**src/rtl/generational_tag_slot_allocator_top_assert.svh**
```systemverilog
// ----------------------------------------------------------------------------
// Slot allocator assertion macros
// Shared assertion forms for the slot allocator, clocked on clk, off in reset.
// ----------------------------------------------------------------------------
`ifndef GENERATIONAL_TAG_SLOT_ALLOCATOR_TOP_ASSERT_SVH
`define GENERATIONAL_TAG_SLOT_ALLOCATOR_TOP_ASSERT_SVH

// same-cycle implication
`define GTSA_ASSERT_NOW(label, ante, cons, msg) \
  label: assert property (@(posedge clk) disable iff (rst) (ante) |-> (cons)) else $error(msg);

// next-cycle implication
`define GTSA_ASSERT_NEXT(label, ante, cons, msg) \
  label: assert property (@(posedge clk) disable iff (rst) (ante) |=> (cons)) else $error(msg);

`endif

```
**src/rtl/gtsa_pkg.sv**
```systemverilog
// ----------------------------------------------------------------------------
// Slot allocator package
// Shared constants, codes, control types and the generation step.
// ----------------------------------------------------------------------------
package gtsa_pkg;

  localparam int SLOTS_DEF         = 64;
  localparam int PAYLOAD_WIDTH_DEF = 16;
  localparam int GEN_W             = 32;

  localparam logic [GEN_W-1:0] GEN_INIT = 32'd1;

  localparam logic MODE_INSERT = 1'b0;
  localparam logic MODE_TAKE   = 1'b1;

  typedef enum logic [1:0] {
    STATUS_OK    = 2'd0,
    STATUS_FULL  = 2'd1,
    STATUS_STALE = 2'd2
  } status_t;

  typedef enum logic [1:0] {
    ST_CLEAR,
    ST_IDLE,
    ST_EXEC
  } state_t;

  // controller to datapath
  typedef struct packed {
    logic clear;
    logic load;
    logic exec;
  } cmd_t;

  // datapath to controller
  typedef struct packed {
    logic clr_last;
  } stat_t;

  // advance a generation, skipping zero on wrap
  function automatic logic [GEN_W-1:0] next_gen(input logic [GEN_W-1:0] g);
    return (g == '1) ? GEN_INIT : g + GEN_W'(1);
  endfunction

endpackage

```
**src/rtl/gtsa_ctrl.sv**
```systemverilog
// ----------------------------------------------------------------------------
// Slot allocator controller
// Sequences the table clearing pass, word capture and the execute cycle.
// ----------------------------------------------------------------------------
module gtsa_ctrl (
  input  logic              clk,
  input  logic              rst,
  input  logic              start,
  input  gtsa_pkg::stat_t   stat,
  output gtsa_pkg::cmd_t    cmd,
  output logic              busy
);

  gtsa_pkg::state_t state;
  gtsa_pkg::state_t state_next;

  always_ff @(posedge clk) begin
    if (rst) begin
      state <= gtsa_pkg::ST_CLEAR;
    end else begin
      state <= state_next;
    end
  end

  always_comb begin
    state_next = state;
    cmd        = '0;
    busy       = 1'b1;
    case (state)
      gtsa_pkg::ST_CLEAR: begin
        cmd.clear = 1'b1;
        if (stat.clr_last) begin
          state_next = gtsa_pkg::ST_IDLE;
        end
      end
      gtsa_pkg::ST_IDLE: begin
        busy = 1'b0;
        if (start) begin
          cmd.load   = 1'b1;
          state_next = gtsa_pkg::ST_EXEC;
        end
      end
      gtsa_pkg::ST_EXEC: begin
        cmd.exec   = 1'b1;
        state_next = gtsa_pkg::ST_IDLE;
      end
      default: begin
        state_next = gtsa_pkg::ST_CLEAR;
      end
    endcase
  end

endmodule

```
**src/rtl/gtsa_datapath.sv**
```systemverilog
// ----------------------------------------------------------------------------
// Slot allocator datapath
// Slot memories, free-list head, tag check and result registers.
// ----------------------------------------------------------------------------
module gtsa_datapath #(
  parameter int SLOTS         = gtsa_pkg::SLOTS_DEF,
  parameter int PAYLOAD_WIDTH = gtsa_pkg::PAYLOAD_WIDTH_DEF,
  localparam int IDX_W        = $clog2(SLOTS)
) (
  input  logic                       clk,
  input  logic                       rst,
  input  gtsa_pkg::cmd_t             cmd,
  output gtsa_pkg::stat_t            stat,
  input  logic                       mode,
  input  logic [PAYLOAD_WIDTH-1:0]   payload,
  input  logic [31:0]                tag_index,
  input  logic [gtsa_pkg::GEN_W-1:0] tag_generation,
  output logic                       done,
  output logic [1:0]                 status,
  output logic [IDX_W-1:0]           slot_index,
  output logic [gtsa_pkg::GEN_W-1:0] slot_generation,
  output logic [PAYLOAD_WIDTH-1:0]   taken_payload
);

  localparam int GEN_W  = gtsa_pkg::GEN_W;
  localparam int LINK_W = IDX_W + 1;
  localparam int META_W = GEN_W + 1;

  // meta word: occupied mark above the generation
  logic [META_W-1:0]        meta_mem [SLOTS];
  logic [LINK_W-1:0]        link_mem [SLOTS];
  logic [PAYLOAD_WIDTH-1:0] pay_mem  [SLOTS];

  logic [LINK_W-1:0]        head;
  logic [IDX_W-1:0]         clr_addr;

  logic                     op_mode;
  logic [IDX_W-1:0]         op_idx;
  logic                     op_in_range;
  logic [GEN_W-1:0]         op_gen;
  logic [PAYLOAD_WIDTH-1:0] op_payload;

  logic [META_W-1:0]        rd_meta;
  logic [LINK_W-1:0]        rd_link;
  logic [PAYLOAD_WIDTH-1:0] rd_pay;

  logic [IDX_W-1:0]         rd_addr;
  logic                     head_empty;
  logic                     meta_occ;
  logic [GEN_W-1:0]         meta_gen;
  logic                     ins_ok;
  logic                     take_ok;
  logic [LINK_W-1:0]        pop_head;

  assign rd_addr    = (mode == gtsa_pkg::MODE_TAKE) ? tag_index[IDX_W-1:0]
                                                    : head[IDX_W-1:0];
  assign head_empty = (head == LINK_W'(SLOTS));
  assign meta_occ   = rd_meta[GEN_W];
  assign meta_gen   = rd_meta[GEN_W-1:0];
  assign ins_ok     = (op_mode == gtsa_pkg::MODE_INSERT) && !head_empty;
  assign take_ok    = (op_mode == gtsa_pkg::MODE_TAKE) && op_in_range && meta_occ &&
                      (meta_gen == op_gen);
  assign pop_head   = (rd_link > LINK_W'(SLOTS)) ? LINK_W'(SLOTS) : rd_link;

  assign stat.clr_last = (clr_addr == IDX_W'(SLOTS - 1));

  // memories: one write port, one registered read port each
  always_ff @(posedge clk) begin
    if (cmd.clear) begin
      meta_mem[clr_addr] <= {1'b0, gtsa_pkg::GEN_INIT};
      link_mem[clr_addr] <= LINK_W'(clr_addr) + LINK_W'(1);
    end else if (cmd.exec && ins_ok) begin
      meta_mem[op_idx] <= {1'b1, meta_gen};
      pay_mem[op_idx]  <= op_payload;
    end else if (cmd.exec && take_ok) begin
      meta_mem[op_idx] <= {1'b0, gtsa_pkg::next_gen(meta_gen)};
      link_mem[op_idx] <= head;
    end
    if (cmd.load) begin
      rd_meta <= meta_mem[rd_addr];
      rd_link <= link_mem[rd_addr];
      rd_pay  <= pay_mem[rd_addr];
    end
  end

  // capture the input word
  always_ff @(posedge clk) begin
    if (cmd.load) begin
      op_mode     <= mode;
      op_idx      <= rd_addr;
      op_in_range <= (tag_index < 32'(SLOTS));
      op_gen      <= tag_generation;
      op_payload  <= payload;
    end
  end

  always_ff @(posedge clk) begin
    if (rst) begin
      head     <= '0;
      clr_addr <= '0;
      done     <= 1'b0;
    end else begin
      done <= cmd.exec;
      if (cmd.clear) begin
        clr_addr <= clr_addr + IDX_W'(1);
      end
      // pop on insert, push on take
      if (cmd.exec && ins_ok) begin
        head <= pop_head;
      end else if (cmd.exec && take_ok) begin
        head <= {1'b0, op_idx};
      end
    end
  end

  always_ff @(posedge clk) begin
    if (cmd.exec) begin
      if (op_mode == gtsa_pkg::MODE_INSERT) begin
        status <= head_empty ? gtsa_pkg::STATUS_FULL : gtsa_pkg::STATUS_OK;
      end else begin
        status <= take_ok ? gtsa_pkg::STATUS_OK : gtsa_pkg::STATUS_STALE;
      end
      slot_index      <= ins_ok ? op_idx : '0;
      slot_generation <= ins_ok ? meta_gen : '0;
      taken_payload   <= take_ok ? rd_pay : '0;
    end
  end

endmodule

```
**src/rtl/generational_tag_slot_allocator_top.sv**
```systemverilog
// ----------------------------------------------------------------------------
// Generational tag slot allocator
// Result: start is taken, the word is captured, the execute state runs, then done is registered; no stall.
// Throughput: a new word is taken only in idle, not during the execute state of the slot memory read-modify-write.
// Reset: after rst falls, a clearing pass of SLOTS cycles holds busy high.
// ----------------------------------------------------------------------------
`include "generational_tag_slot_allocator_top_assert.svh"

module generational_tag_slot_allocator_top #(
  parameter int SLOTS         = gtsa_pkg::SLOTS_DEF,
  parameter int PAYLOAD_WIDTH = gtsa_pkg::PAYLOAD_WIDTH_DEF,
  localparam int IDX_W        = $clog2(SLOTS)
) (
  input  logic                       clk,
  input  logic                       rst,
  input  logic                       start,
  output logic                       busy,
  input  logic                       mode,
  input  logic [PAYLOAD_WIDTH-1:0]   payload,
  input  logic [31:0]                tag_index,
  input  logic [gtsa_pkg::GEN_W-1:0] tag_generation,
  output logic                       done,
  output logic [1:0]                 status,
  output logic [IDX_W-1:0]           slot_index,
  output logic [gtsa_pkg::GEN_W-1:0] slot_generation,
  output logic [PAYLOAD_WIDTH-1:0]   taken_payload
);

  gtsa_pkg::cmd_t  cmd;
  gtsa_pkg::stat_t stat;

  gtsa_ctrl u_ctrl (
    .clk   (clk),
    .rst   (rst),
    .start (start),
    .stat  (stat),
    .cmd   (cmd),
    .busy  (busy)
  );

  gtsa_datapath #(
    .SLOTS         (SLOTS),
    .PAYLOAD_WIDTH (PAYLOAD_WIDTH)
  ) u_datapath (
    .clk             (clk),
    .rst             (rst),
    .cmd             (cmd),
    .stat            (stat),
    .mode            (mode),
    .payload         (payload),
    .tag_index       (tag_index),
    .tag_generation  (tag_generation),
    .done            (done),
    .status          (status),
    .slot_index      (slot_index),
    .slot_generation (slot_generation),
    .taken_payload   (taken_payload)
  );

  `GTSA_ASSERT_NEXT(a_accept_busy, start && !busy, busy, "busy low after accept")
  `GTSA_ASSERT_NOW(a_done_from_accept, done, $past(start && !busy, 2), "done without accept")
  `GTSA_ASSERT_NOW(a_full_zero, done && (status == gtsa_pkg::STATUS_FULL), (slot_generation == '0) && (taken_payload == '0), "full result not zero")
  `GTSA_ASSERT_NOW(a_ins_gen_nonzero, done && (status == gtsa_pkg::STATUS_OK) && ($past(mode, 2) == gtsa_pkg::MODE_INSERT), slot_generation != '0, "zero generation issued")

endmodule

```
**config.mk**
```make
export PLATFORM = sky130hd
export DESIGN_NAME = generational_tag_slot_allocator_top
export DESIGN_NICKNAME = d
export VERILOG_FILES = /design/src/rtl/gtsa_pkg.sv /design/src/rtl/gtsa_ctrl.sv /design/src/rtl/gtsa_datapath.sv /design/src/rtl/generational_tag_slot_allocator_top.sv
export VERILOG_INCLUDE_DIRS = /design/src /design/src/rtl
export SDC_FILE = /design/constraint.sdc
export NUM_CORES = 2
export LEC_CHECK = 0
export BUFFER_PORTS_ARGS = -buffer_cell sky130_fd_sc_hd__buf_2
export CORE_UTILIZATION = 40
export CTS_BUF_LIST = sky130_fd_sc_hd__clkbuf_16
export DETAILED_ROUTE_END_ITERATION = 7
export PLACE_DENSITY = 0.63
export SLEW_MARGIN = 40
export SYNTH_ARGS = -nofsm -noshare
export SYNTH_HDL_FRONTEND = slang
export SYNTH_HIERARCHICAL = 1
export SYNTH_SLANG_ARGS = --single-unit
```
**constraint.sdc**
```tcl
create_clock -name clk -period 8.3 [get_ports clk]
set_clock_uncertainty 0.2 [all_clocks]
set_input_delay 0.415 -clock clk [delete_from_list [all_inputs] [get_ports clk]]
set_output_delay 0.415 -clock clk [all_outputs]
set_load 0.01 [all_outputs]
```
==> impl_metrics.tcl <==
set metrics [dict create \
    io_buffer_count 141 \
    die-area_mm2 0.369 \
    post_cts_buffers 0 \
    routabilityCongestion 0.906 \
    synthCells 10200 \
    hpwl_mm 228 \
    worstMarginPinSlew_ns 0.975 \
    synth_edf_count 3752 \
    fin_ws_ns 3.11 \
    cts.repair.resized 0 \
    drcViolationCount 0 \
    p_sw_mw 8.24 \
    clk_latency_ns 0.90 \
    p_clk_frac 0.416 \
    synth.avg_cell_area_um2 14.3 \
    grt-ovfl-total 0 \
    rows 222 \
    wl_per_cell_um 27.1 \
    ioPinCount 142 \
    crit_path_end_kind "flop" \
    maxCapViolations 0 \
    yosys_warnings 6 \
    power.density_mw_per_mm2 230 \
    clk_pin_slew_ns 0.07 \
    synthArstFlopShare 0 \
    finalPower_mw 38.6 \
    nNetsFinal 10600 \
    cts_tree "yes" \
    final_common_cell "edfxtp_1" \
    hp-start "tag_generation[9]" \
    setup_viol 0 \
    worst_ep_arrival_time_ns 5.46 \
    p_sw_frac 0.214 \
    drive_gt1_frac 0.107 \
    p_int_mw 30.3 \
    cts-root-buf "clkbuf_16" \
    via_count 90900 \
    grt_pass1_vias 86900 \
    hold_viol 0 \
    hold_path.class "primary input to flop" \
    antenna_found_initial 29 \
    rsz0062_at_grt "false" \
    relSlewSlack 0.344 \
    synth_area_mm2 0.147 \
    die_x_um 608 \
    htreeDepth 5 \
    start_util 0.402 \
    path_class "primary input to flop" \
    tritoncts_num_sinks 3768 \
    first_pass_iters 7 \
    cts_buffers 358 \
    drv_slew 0 \
    fin_crit_sh 0.625 \
    cp_max_fo 122 \
    seqPwrFrac 0.538 \
    yosysSeqAreaShare 0.770 \
    required_ns 8.58 \
    p_leak_nw 55.7 \
    grt_pass1_wl_mm 604 \
    cp-startpoint "mode" \
    clockBufferDepth 4 \
    nFillCells 31200 \
    drt_iter0_drc 12100 \
    ys_ff_latch 3768 \
    worstSetupStartpointType "primary input" \
    peakVddDrop_mv 0.194 \
    grt_max_degree 188 \
    coreArea_mm2 0.365 \
    final_cell_mix "edfxtp_1 (3,752), nand2_1 (2,352), a21oi_1 (1,289)" \
    timing.rr.start "u_datapath/rd_meta[12]" \
    die_y_um 608 \
    wirelength_mm 424 \
    ys.flop_type "edfxtp_1" \
    clock.fmax_mhz 193 \
    combPwrFrac 0.045 \
    yosys.cell_types.count 56 \
    syn_nets 10300 \
    syn_to_final_growth_pct 14.2 \
    setup_tns_ns 0 \
    status "complete, no violations" \
    timing.hold.ws_ns 0.0673 \
    finalCriticalPeriod_ns 5.19 \
    grt_usage 0.222 \
    vias_per_cell 5.81 \
    drtAntennaViolNets 0 \
    dp_slack_ns 3.07 \
]
[per-stage QoR]
step	cells	cell area (um2)	utilization
2_1_floorplan	10200	147000	-
3_5_place_dp	14900	155000	0.425
5_1_grt	15600	168000	0.459
4_1_cts	15600	167000	0.458
6_report	15600	168000	0.459
3_3_place_gp	14900	155000	0.424
[metal layers]
| metal | GRT usage | wire length, um | up-vias |
|---|---|---|---|
| met2 | 0.344 | 192000 | 5137 |
| li1 | - | - | 39100 |
| met5 | 0 | 105 | - |
| met3 | 0.0428 | 43500 | 923 |
| met4 | 0.0932 | 20300 | 14 |
| met1 | 0.307 | 168000 | 45700 |
[sequential cells by signal, indices dropped and copies added (netlist names), 2 cells and up]
signal / flops
u_datapath/status: 2
u_datapath/clr_addr: 6
u_datapath/meta_mem: 2112
u_datapath/op_payload: 16
u_datapath/slot_index: 6
u_datapath/head: 7
u_datapath/rd_pay: 16
u_datapath/link_mem: 448
u_ctrl/state: 2
u_datapath/op_gen: 32
u_datapath/rd_link: 7
u_datapath/op_idx: 6
u_datapath/slot_generation: 32
u_datapath/rd_meta: 33
u_datapath/taken_payload: 16
u_datapath/pay_mem: 1024
[worst paths after layout]
path	cells past startpoint	end	slack, ns
max	13	u_datapath/rd_meta[10]	3.11
max reg2reg	10	u_datapath/meta_mem[54][17]	3.31
min	2	u_datapath/op_gen[9]	0.07
min reg2reg	2	u_datapath/head[6]	0.32
[worst max-delay path, cell delays in order]
cell,delay (ns)
dlygate4sd3_1,0.57
buf_2,0.42
mux2i_4,0.70
inv_8,0.26
buf_16,0.27
buf_12,0.40
buf_4,0.34
nand2_1,0.11
a21oi_1,0.06
nor4_1,0.41
a21oi_1,0.13
a22oi_1,0.56
nand3_1,0.56
[cell usage after synthesis (all sizes together) (29+ instances only)]
library cell,n,share of area
nor4,354,0.015
mux2i,673,0.046
xor2,30,0.0018
o22ai,331,0.014
nor2,275,0.0070
a21oi,1305,0.045
nand2,2355,0.060
xnor2,37,0.0022
nand4,29,0.0012
buf,148,0.0040
clkbuf,484,0.012
a22oi,58,0.0030
nand3,74,0.0025
or4,57,0.0029
and2,49,0.0021
o311ai,54,0.0032
edfxtp,3752,0.77
[timing repair]
item	4_1_cts	5_1_grt
hold buffers	63	0
hold endpoints to repair	92	0
setup endpoints to repair	0	0
[cells by family after synthesis]
logic type,count (synthesis),share of synthesized area
compound gates,1802,0.0676
xor+xnor,67,0.00400
fa+ha+maj,2,0.000170
buf+inv,648,0.0168
flops,3768,0.770
mux,679,0.0464
simple gates,3282,0.0951
[power by group through the flow]
| stage | combinational, mW | clock (mW) | sequential (mW) |
|---|---|---|---|
| 6_report | 1.74 | 16.1 | 20.8 |
| 5_1_grt | 1.81 | 16.9 | 20.8 |
| 4_1_cts | 1.71 | 16.2 | 20.8 |
| 3_5_place_dp | 1.68 | 0 | 21.2 |
| 3_3_place_gp | 1.64 | 0 | 21.2 |
| 2_1_floorplan | 0.935 | 0 | 21.2 |
[layout make-up]
type / instances / area, um2 / area share
diodes: 7 / 17.5 / 0.000105
clock buffers: 369 / 9230 / 0.0551
clock inverters: 270 / 2130 / 0.0127
inverters: 16 / 67.6 / 0.000403
multi-input cells: 5832 / 32400 / 0.194
flip-flops and latches: 3768 / 113000 / 0.674
well taps: 4816 / 6030 / 0.0360
repair buffers: 556 / 4640 / 0.0277
Power figures use the tool's default switching activity.
